`config.mk`:
```
export PLATFORM = sky130hd
export DESIGN_NAME = ecu_sqrt
export DESIGN_NICKNAME = d
export VERILOG_FILES = /design/src/hdl/ecu_sqrt.sv
export SDC_FILE = /design/constraint.sdc
export NUM_CORES = 2
export LEC_CHECK = 0
export BUFFER_PORTS_ARGS = -buffer_cell sky130_fd_sc_hd__buf_2
export CAP_MARGIN = 20
export CORE_MARGIN = 1.5
export CORE_UTILIZATION = 65
export DETAILED_ROUTE_END_ITERATION = 6
export GPL_ROUTABILITY_DRIVEN = 0
export PLACE_DENSITY = 0.85
export SKIP_CTS_REPAIR_TIMING = 1
export SLEW_MARGIN = 20
export SYNTH_ARGS = -nofsm -noshare
export SYNTH_HDL_FRONTEND = slang
export SYNTH_SLANG_ARGS = --single-unit
```
`constraint.sdc`:
```
create_clock -name i_clk -period 5.8 [get_ports i_clk]
set_clock_uncertainty 0.15 [all_clocks]
set_input_delay 0.29 -clock i_clk [delete_from_list [all_inputs] [get_ports i_clk]]
set_output_delay 0.29 -clock i_clk [all_outputs]
set_load 0.02 [all_outputs]
```
`src/hdl/ecu_sqrt.sv`:
```
// Pipelined integer square root: one result bit per stage.
// Depends on nothing beyond its parameters.
`timescale 1ns / 1ps

module ecu_sqrt #(
    parameter int unsigned RB     = 17,
    parameter int unsigned SIDE_W = 70
) (
    input  logic              i_clk,
    input  logic              i_rst_n,
    input  logic              i_en,
    input  logic              i_valid,
    input  logic [2*RB-1:0]   i_rad,
    input  logic [SIDE_W-1:0] i_side,
    output logic              o_valid,
    output logic [RB-1:0]     o_root,
    output logic [SIDE_W-1:0] o_side
);
    localparam int unsigned NW = 2 * RB;
    localparam int unsigned TW = RB + 2;

    logic [NW-1:0]     r_n    [RB+1];
    logic [TW-1:0]     r_rem  [RB+1];
    logic [RB-1:0]     r_root [RB+1];
    logic [SIDE_W-1:0] r_side [RB+1];
    logic              r_v    [RB+1];

    always_comb begin
        r_n[0]    = i_rad;
        r_rem[0]  = '0;
        r_root[0] = '0;
        r_side[0] = i_side;
        r_v[0]    = i_valid;
    end

    for (genvar s = 0; s < RB; s++) begin : g_stage
        logic [TW-1:0] w_cur;
        logic [TW-1:0] w_try;
        logic          w_ok;
        always_comb begin
            // bring down two radicand bits, try root*4+1
            w_cur = {r_rem[s][TW-3:0], r_n[s][NW-1 -: 2]};
            w_try = {r_root[s], 2'b01};
            w_ok  = (w_cur >= w_try);
        end
        always_ff @(posedge i_clk) begin
            if (!i_rst_n) begin
                r_v[s+1] <= 1'b0;
            end else if (i_en) begin
                r_v[s+1] <= r_v[s];
            end
            if (i_en) begin
                r_n[s+1]    <= {r_n[s][NW-3:0], 2'b00};
                r_rem[s+1]  <= w_ok ? (w_cur - w_try) : w_cur;
                r_root[s+1] <= {r_root[s][RB-2:0], w_ok};
                r_side[s+1] <= r_side[s];
            end
        end
    end

    assign o_valid = r_v[RB];
    assign o_root  = r_root[RB];
    assign o_side  = r_side[RB];
endmodule

```
==> out/metrics.yaml <==
worst_setup_path:
  crit_slowest_cell: "sky130_fd_sc_hd__nor2_1"
  critPathKind: "register to register"
  worstPathCellList: "ha_1, or3_1, o22ai_1, a21oi_1, o21a_1, o22a_1, nor2_1, mux2_2"
  critPathCaptureType: "register"
  critPathRequiredTime_ns: 6.11
  signal_arrival_time_at_the_worst_endpoint_ns: 4.05
  critPathLaunchType: "register"
  critical-path-max-stage-delay_ns: 0.84
  path_max_fanout: 12
timing:
  post-route-worst-setup-slack_ns: 2.07
  period_share: 0.644
  setup_viol: 0
  final_min_period_ns: 3.73
  rsz0062_at_grt: "no"
  finalSetupTns_ns: 0
  drv_slew: 0
  worst_slew_margin_rel: 0.249
  timing_worst_slew_pin_value_ns: 1.13
  timing_hold_violations_final: 0
  fmax_mhz: 268
die:
  chipWidth_um: 327
  floorplan.core_area_um2: 104000
  chipHeight_um: 327
  initial_core_util: 0.657
  die_area_um2: 107000
  placementRows: 118
  boundaryPins: 196
route:
  drt-pass1-iter-count: 6
  vias: 31231
  detail_route.iter0.violations: 2861
  drt_drc_violations_left: 0
  wire_length_reported_by_the_detailed_router_mm: 107
  ant_nets: 0
  vias_per_cell: 5.59
  wl_per_cell_um: 19.1
place:
  pre_cts_slack_ns: 2.23
  i_o_buffers: 195
  dp_hpwl_mm: 56.4
  place_inst: 5160
layout:
  multi_input_comb_area_um2: 10200
  num_antenna_cells: 0
  layout.nets: 4343
  flow.area_growth_from_synthesis_pct: 13.3
  drive_above_1_share: 0.124
  num-fill-cells: 5565
  fin_cells: 5586
  ff_latch_area_um2: 56500
clocking:
  cts_root_buffer: "sky130_fd_sc_hd__clkbuf_16"
  max-clock-path-buffers: 3
  clock-sinks: 1886
  cts-buffers-inserted: 174
  clkLatencyLatePin_ns: 0.77
  ctsHtreeMaxLevel: 4
  tritoncts_clock_tree: "yes"
  clock_pin_slew_reported_for_the_worst_setup_and_hold_paths_after_clock_tree_synthesis_ns: 0.07
synthesis:
  synth-simple-area-share: 0.0433
  ys.warnings.count: 0
  synthDistinctLibCells: 70
  synth_area_leaders: "sky130_fd_sc_hd__edfxtp_1 (82%), sky130_fd_sc_hd__ha_1 (3.1%), sky130_fd_sc_hd__inv_1 (1.2%)"
  synthMuxAreaShare: 0.0111
  ys_seq_area_frac: 0.829
  netlist_area_um2: 68200
  synth_top_family_by_area: "simple AND/OR/NAND/NOR gates"
  synth_async_sr_flop_share: 0
  synthXorXnorAreaFrac: 0.0220
  synth_compound_gate_area_share: 0.0426
  synth_largest_type_area_fraction: 0.824
  adder_cell_share_of_the_synthesized_area: 0.0312
  netlist.top_cell.by_area: "sky130_fd_sc_hd__edfxtp_1"
  synth-edff-count: 1869
  synth_nets: 3935
  synth-seq-cells: 1886
  synth_cells: 3657
  postSynth.topFlopCell: "sky130_fd_sc_hd__edfxtp_1"
  synth.avg_cell_area_um2: 18.6
power_and_ir_drop:
  total_power_mw: 30.2
  max-vdd-ir-drop_mv: 0.352
  static-leakage-power_nw: 28.0
  cellPowerDensity_nw_per_um2: 391
grt:
  first_global_vias: 31004
  grt_pass1_wl_mm: 161
  grt_start_max_net_pins: 180
  antenna_found_initial: 0
  grtUsageTotal: 0.192
  final_global_route_overflow_total: 0
run_status:
  run_status: "completed"
worst_hold_path:
  worstHoldPathType: "input port to register"
job:
  max-cap-violations: 0
cells in the final DEF (no fill, tap or decap), types with 108 or more instances in the layout:
cell / instances
sky130_fd_sc_hd__inv_1: 215
sky130_fd_sc_hd__edfxtp_1: 1869
sky130_fd_sc_hd__nand2_1: 135
sky130_fd_sc_hd__buf_2: 194
sky130_fd_sc_hd__nor2_1: 146
sky130_fd_sc_hd__clkbuf_16: 175
sky130_fd_sc_hd__dlygate4sd3_1: 109
sky130_fd_sc_hd__o21ai_0: 108
sky130_fd_sc_hd__a21oi_1: 125
sky130_fd_sc_hd__ha_1: 170
synth_stat cells (12+ instances only):
library cell                  n
sky130_fd_sc_hd__dfxtp_1     17
sky130_fd_sc_hd__nand3_1     26
sky130_fd_sc_hd__edfxtp_1  1869
sky130_fd_sc_hd__nor2b_1     47
sky130_fd_sc_hd__nand2b_1    24
sky130_fd_sc_hd__ha_1       170
sky130_fd_sc_hd__o21a_1      57
sky130_fd_sc_hd__or3_1       14
sky130_fd_sc_hd__a31oi_1     12
sky130_fd_sc_hd__or4_1       19
sky130_fd_sc_hd__mux2_2      42
sky130_fd_sc_hd__o211ai_1    13
sky130_fd_sc_hd__inv_1      215
sky130_fd_sc_hd__xor2_1      82
sky130_fd_sc_hd__buf_4       70
sky130_fd_sc_hd__nand2_1    135
sky130_fd_sc_hd__mux2i_1     27
sky130_fd_sc_hd__a21o_1      48
sky130_fd_sc_hd__and3_1      13
sky130_fd_sc_hd__a21oi_1    125
sky130_fd_sc_hd__nor3_1      61
sky130_fd_sc_hd__a211oi_1    14
sky130_fd_sc_hd__nand4_1     17
sky130_fd_sc_hd__o21ai_0    108
sky130_fd_sc_hd__nor4_1      26
sky130_fd_sc_hd__xnor2_1     89
sky130_fd_sc_hd__nor2_1     146
sky130_fd_sc_hd__clkbuf_1    29
sky130_fd_sc_hd__o31ai_1     17
final cells by class:
type / instances / share of cell area
sequential: 1886 / 0.731
clock inverter: 103 / 0.0125
timing repair buffer: 334 / 0.0316
tap: 1380 / 0.0224
clock buffer: 214 / 0.0589
multi-input combinational: 1454 / 0.133
inverter: 215 / 0.0105
layer usage:
| layer | global-route usage | vias up | wire length (um) |
|---|---|---|---|
| met5 | 0 | - | 0 |
| met4 | 0.0746 | 0 | 3430 |
| li1 | - | 14729 | - |
| met2 | 0.348 | 956 | 57900 |
| met3 | 0.0336 | 242 | 4520 |
| met1 | 0.229 | 15304 | 41000 |
flip-flops by register name (all words and copies together) (netlist names):
register and flops:
r_v 16, o_valid 1, g_stage.w_try 136, g_stage.w_cur 286, r_n 240, o_root 17
r_side 1120, o_side 70
power breakdown:
group	switching, mW	internal (mW)	total (mW)
sequential	0.471	16.3	16.7
combinational	1.41	1.03	2.43
clock	4.88	6.11	11.0
total	6.76	23.4	30.2
worst paths after layout:
| kind | start | end | slack, ns | depth (start not counted) |
|---|---|---|---|---|
| hold reg to reg | r_side[831] | r_side[761] | 0.26 | 0 |
| setup / recovery | g_stage[9].w_cur[2] | g_stage[10].w_cur[11] | 2.07 | 8 |
| hold / removal | i_side[24] | r_side[1144] | 0.08 | 2 |
| setup reg to reg | g_stage[9].w_cur[2] | g_stage[10].w_cur[11] | 2.07 | 8 |
cells by family (layout without fill, tap and decap cells):
family	after synthesis	after routing
flops	1886	1886
simple gates	584	584
compound gates	458	458
buf+inv	317	866
xor+xnor	171	171
fa+ha+maj	170	170
mux	70	70
other cells	1	1
worst max-delay path, delay by kind of cell, from the launching register on:
kind / cells / cell delay (ns)
simple gates: 2 / 1.17
flops: 1 / 0.45
mux: 1 / 0.43
compound gates: 4 / 0.94
fa+ha+maj: 1 / 0.29
stage by stage:
step                hold slack (ns)  utilization  cell area [um^2]
finish                       0.0797        0.744             77200
global route                 0.0417        0.744             77200
CTS                          -0.520        0.733             76100
detailed placement            0.255        0.680             70600
global placement              0.250        0.680             70600
floorplan                     0.239            -             68200
(Power assumes the default switching activity.)
