===== config.mk =====
export PLATFORM = sky130hd
export DESIGN_NAME = ecu_div
export DESIGN_NICKNAME = d
export VERILOG_FILES = /design/src/hdl/ecu_div.sv
export SDC_FILE = /design/constraint.sdc
export NUM_CORES = 2
export LEC_CHECK = 0
export ABC_CLOCK_PERIOD_IN_PS = 6200
export BUFFER_PORTS_ARGS = -buffer_cell sky130_fd_sc_hd__buf_2
export CAP_MARGIN = 15
export CORE_MARGIN = 2
export CORE_UTILIZATION = 29
export DETAILED_ROUTE_END_ITERATION = 10
export SYNTH_ARGS = -nofsm -noshare
export SYNTH_HDL_FRONTEND = slang
export SYNTH_SLANG_ARGS = --single-unit

===== constraint.sdc =====
create_clock -name i_clk -period 6.2 [get_ports i_clk]
set_clock_uncertainty 0.2 [all_clocks]
set_input_delay 0.93 -clock i_clk [delete_from_list [all_inputs] [get_ports i_clk]]
set_output_delay 0.93 -clock i_clk [all_outputs]
set_load 0.05 [all_outputs]

===== src/hdl/ecu_div.sv =====
// Pipelined restoring divider: one quotient bit per stage.
// Depends on nothing beyond its parameters.
`timescale 1ns / 1ps

module ecu_div #(
    parameter int unsigned TIME_BITS = 16,
    parameter int unsigned FRAC_BITS = 16,
    parameter int unsigned SIDE_W    = 70
) (
    input  logic                 i_clk,
    input  logic                 i_rst_n,
    input  logic                 i_en,
    input  logic                 i_valid,
    input  logic [TIME_BITS-1:0] i_num,
    input  logic [TIME_BITS-1:0] i_den,
    input  logic [SIDE_W-1:0]    i_side,
    output logic                 o_valid,
    output logic [FRAC_BITS:0]   o_quot,
    output logic [SIDE_W-1:0]    o_side
);
    // quotient of (num << FRAC_BITS)/den, num <= den so it fits FRAC_BITS+1 bits
    localparam int unsigned NS = FRAC_BITS + 1;
    localparam int unsigned RW = TIME_BITS + 1;

    logic [RW-1:0]        r_rem  [NS+1];
    logic [TIME_BITS-1:0] r_den  [NS+1];
    logic [FRAC_BITS:0]   r_q    [NS+1];
    logic [SIDE_W-1:0]    r_side [NS+1];
    logic                 r_v    [NS+1];

    always_comb begin
        r_rem[0]  = {1'b0, i_num};
        r_den[0]  = i_den;
        r_q[0]    = '0;
        r_side[0] = i_side;
        r_v[0]    = i_valid;
    end

    for (genvar s = 0; s < NS; s++) begin : g_stage
        logic [RW-1:0] w_trial;
        logic [RW-1:0] w_rem;
        logic          w_bit;
        always_comb begin
            // first stage: remainder is num itself (quotient bit FRAC_BITS)
            if (s == 0) w_trial = r_rem[s];
            else        w_trial = {r_rem[s][RW-2:0], 1'b0};
            w_bit = (w_trial >= {1'b0, r_den[s]});
            w_rem = w_bit ? (w_trial - {1'b0, r_den[s]}) : w_trial;
        end
        always_ff @(posedge i_clk) begin
            if (!i_rst_n) begin
                r_v[s+1] <= 1'b0;
            end else if (i_en) begin
                r_v[s+1] <= r_v[s];
            end
            if (i_en) begin
                r_rem[s+1]  <= w_rem;
                r_den[s+1]  <= r_den[s];
                r_q[s+1]    <= {r_q[s][FRAC_BITS-1:0], w_bit};
                r_side[s+1] <= r_side[s];
            end
        end
    end

    assign o_valid = r_v[NS];
    assign o_quot  = r_q[NS];
    assign o_side  = r_side[NS];
endmodule


==> flow_summary_export.csv <==
group,metric,value,unit
status,outcome,"complete, no violations",
timing,worst_slew_pin_slew,1084,ps
synthesis,synth_top_area_share,76.41,%
timing,period_minus_slack,3650,ps
synthesis,yosysTopAreaCell,"sky130_fd_sc_hd__edfxtp_1",
place,total_cell_area_at_the_placement_stage,77570,um^2
timing,finalSetupViolations,0,
setup_path,cp-end-kind,"flip-flop",
synthesis,post_synth.cell_area_avg,16.75,um^2
synthesis,dominantRegCellSynth,"sky130_fd_sc_hd__edfxtp_1",
clocking,cts-root-buf,"sky130_fd_sc_hd__clkbuf_16",
final_layout,layout.cell_area.non_filler,84770,um^2
place,numPlacedInstances,7789,
clocking,cts_max_level,4,
detailed_routing,detail_route.wl_per_cell,14.09,um
place,finalWeightedCongestion,0.8498,
clocking,clkSlewWorstSetupHoldPaths,60,ps
synthesis,ys_async_sr_fraction,0,%
synthesis,synth_top_cells_by_area,"sky130_fd_sc_hd__edfxtp_1 (76%), sky130_fd_sc_hd__ha_1 (4.7%), sky130_fd_sc_hd__inv_1 (1.8%), sky130_fd_sc_hd__o21ai_0 (1.5%), sky130_fd_sc_hd__nand2_1 (1.2%)",
clocking,post_cts.repair.setup_buffers,0,
timing,fmax,0.2739,GHz
floorplan,dieHeight,505.4,um
clocking,cts_num_sinks,1872,
setup_path,cp.arrival,4010,ps
floorplan,die_x,505.4,um
detailed_routing,detailedRoute.firstIterationViolations,2377,
grt,grt_pass1_wl,186100,um
detailed_routing,post_dr_vias_cell,4.232,
floorplan,start_util,29.08,%
power,cell_leakage_power,31.09,nW
timing,hold_violations,0,
power,power_density,445.9,nW/um^2
floorplan,std_cell_rows,184,
synthesis,multiplexer_share_of_the_synthesized_area,1.910,%
detailed_routing,first_pass_iteration_count_of_the_detailed_router,5,
place,io_buffer_count,193,
place,dp_hpwl,73730,um
worst_hold_path,min_path_type,"in -> reg",
synthesis,post_synth_instance_area,72900,um^2
setup_path,setup.worst_path.start_class,"flip-flop",
timing,timing.setup.tns,0,ps
flow_run,number_of_violations_of_the_max_capacitance_limit,0,
detailed_routing,drt_wl_total,115500,um
clocking,clkLatencyLatePin,860,ps
synthesis,synth_compound_area_share,6.404,%
synthesis,synth_warnings,0,
grt,vias_in_the_first_global_route,35550,
clocking,tritoncts,"yes",
timing,timing.final.ws_setup,2550,ps
grt,grt_max_degree,163,
synthesis,synth-edff-count,1855,
synthesis,postSynthRegisterBits,1872,
final_layout,areaGrowthSynthToFinish,16.29,%
grt,grt_antenna_before_repair,4,
power,worst_ir_drop_vdd,273.0,uV
clocking,ctsLongestPathBuffers,3,
synthesis,synth_simple_gate_area_share,4.555,%
detailed_routing,vias,34690,
floorplan,floorplan.io_pins,194,
timing,finalMaxSlewViolations,0,
setup_path,critPathKind,"reg -> reg",
timing,rsz_0062_raised_after_global_routing,"false",
synthesis,yosysSeqAreaShare,76.88,%
synthesis,ys_types,86,
synthesis,synthCells,4353,
detailed_routing,number_of_design_rule_violations_left_after_detail_routing,0,
synthesis,yosys.area_share.adder,5.091,%
final_layout,finalNonFillerCells,8198,
synthesis,synthXorXnorAreaFrac,2.127,%
synthesis,syn_nets,4746,
synthesis,synthMostInstantiatedCell,"sky130_fd_sc_hd__edfxtp_1",
clocking,cts-buffers-inserted,201,
floorplan,die-area,255400,um^2
grt,globalRoute.totalOverflow,0,
timing,timing.max_slew.rel_slack,25.89,%
place,pre_cts_ws,2295,ps
final_layout,design.final.nets,5069,
final_layout,drive_above_1_share,13.67,%
floorplan,core-area,250700,um^2
grt,track_usage,8.921,%
synthesis,synthTopCellsByCount,"sky130_fd_sc_hd__edfxtp_1 (1,855), sky130_fd_sc_hd__inv_1 (348), sky130_fd_sc_hd__ha_1 (271)",
synthesis,synth_top_family_by_area,"compound AO/OA/AOI/OAI gates",
setup_path,crit_path_max_fanout,17,
detailed_routing,antenna_violating_nets_post_route,0,
setup_path,cp_data_required_time,6560,ps
timing,post-route-period-util,58.88,%
==> power breakdown <==
part	internal [mW]	switching (mW)	leakage [nW]
clock network	7.09	5.02	3.32
registers	16.2	0.705	18.3
logic	3.87	4.97	9.46
==> cell usage in the layout, fill, tap and decap left out, types with 24 or more instances in the layout <==
cell	netlist	final
sky130_fd_sc_hd__edfxtp_1	1855	1855
sky130_fd_sc_hd__inv_1	348	348
sky130_fd_sc_hd__ha_1	271	271
sky130_fd_sc_hd__nand2_1	235	235
sky130_fd_sc_hd__o21ai_0	223	223
sky130_fd_sc_hd__clkbuf_16	0	202
sky130_fd_sc_hd__buf_2	11	192
sky130_fd_sc_hd__a21oi_1	162	162
sky130_fd_sc_hd__nor2_1	129	129
sky130_fd_sc_hd__xnor2_1	99	99
sky130_fd_sc_hd__a21o_1	78	78
sky130_fd_sc_hd__xor2_1	78	78
sky130_fd_sc_hd__mux2_2	77	77
sky130_fd_sc_hd__nor2b_1	63	63
sky130_fd_sc_hd__nor3_1	58	57
sky130_fd_sc_hd__nand2b_1	42	42
sky130_fd_sc_hd__clkinv_1	0	41
sky130_fd_sc_hd__clkinv_2	0	37
sky130_fd_sc_hd__clkbuf_1	33	32
sky130_fd_sc_hd__dlygate4sd3_1	0	32
sky130_fd_sc_hd__nand3_1	31	31
sky130_fd_sc_hd__nand4_1	31	31
sky130_fd_sc_hd__o21a_1	30	30
sky130_fd_sc_hd__a31oi_1	28	28
sky130_fd_sc_hd__o31ai_1	28	28
sky130_fd_sc_hd__mux2i_1	27	27
sky130_fd_sc_hd__bufinv_16	0	24
==> per-stage QoR <==
step	utilization [%]	power (mW)	hold WS, ps
2_1_floorplan	-	23.75	200.3
3_3_place_gp	30.94	25.53	200.1
3_5_place_dp	30.94	25.87	204.5
4_1_cts	33.81	38.27	2.327
5_1_grt	33.81	40.00	18.01
6_report	33.81	37.80	93.47
==> what timing repair did <==
item | CTS | global route
hold buffers | 32 | 0
hold endpoints to repair | 32 | 0
resized for setup | 0 | 0
==> final cells by class <==
cell class	instances	area, um^2
clock inverters	140	1674
inverters	349	1310
clock buffers	236	5202
flip-flops and latches	1872	56040
repair buffers	257	1704
well taps	3348	4189
multi-input cells	1995	14650
diodes	1	2.502
fillers	23560	165900
==> state kept, by name, indices dropped and copies added (netlist names) <==
name             cells
r_q                136
r_side            1120
r_den              256
o_valid              1
g_stage.w_trial    256
o_quot              17
r_v                 16
o_side              70
==> final timing paths <==
check | startpoint | endpoint | slack [ps] | cells past startpoint
worst max-delay path | r_den[145] | g_stage[9].w_trial[7] | 2550 | 10
worst min register to register | r_side[371] | r_side[301] | 150 | 0
worst min-delay path | i_side[25] | r_side[1145] | 90 | 1
worst max register to register | r_den[145] | g_stage[9].w_trial[7] | 2550 | 10
==> critical path, cell delays in order, from the launching register on <==
cell and delay, ps:
sky130_fd_sc_hd__edfxtp_1 410, sky130_fd_sc_hd__inv_1 60, sky130_fd_sc_hd__ha_1 310, sky130_fd_sc_hd__nor2b_1 130
sky130_fd_sc_hd__o21ai_1 190, sky130_fd_sc_hd__a31oi_1 120, sky130_fd_sc_hd__o21a_1 200, sky130_fd_sc_hd__o2111ai_1 200
sky130_fd_sc_hd__nand3_1 170, sky130_fd_sc_hd__a41oi_2 900, sky130_fd_sc_hd__mux2_2 430
==> metal layers <==
metal  up-vias  track usage (%)  part of all wire (%)  wire [um]
li1      17040                -                     -          -
met1     16680            11.09                    45      51400
met2       684            14.65                    48      54870
met3       293            2.103                   4.2       4857
met4         2            4.183                   3.8       4338
met5         -                0                0.0061          7
==> kinds of logic after synthesis <==
logic type / Yosys count
buf+inv: 486
flops: 1872
xor+xnor: 177
fa+ha+maj: 287
compound gates: 727
mux: 121
simple gates: 683
(Power assumes the default switching activity.)
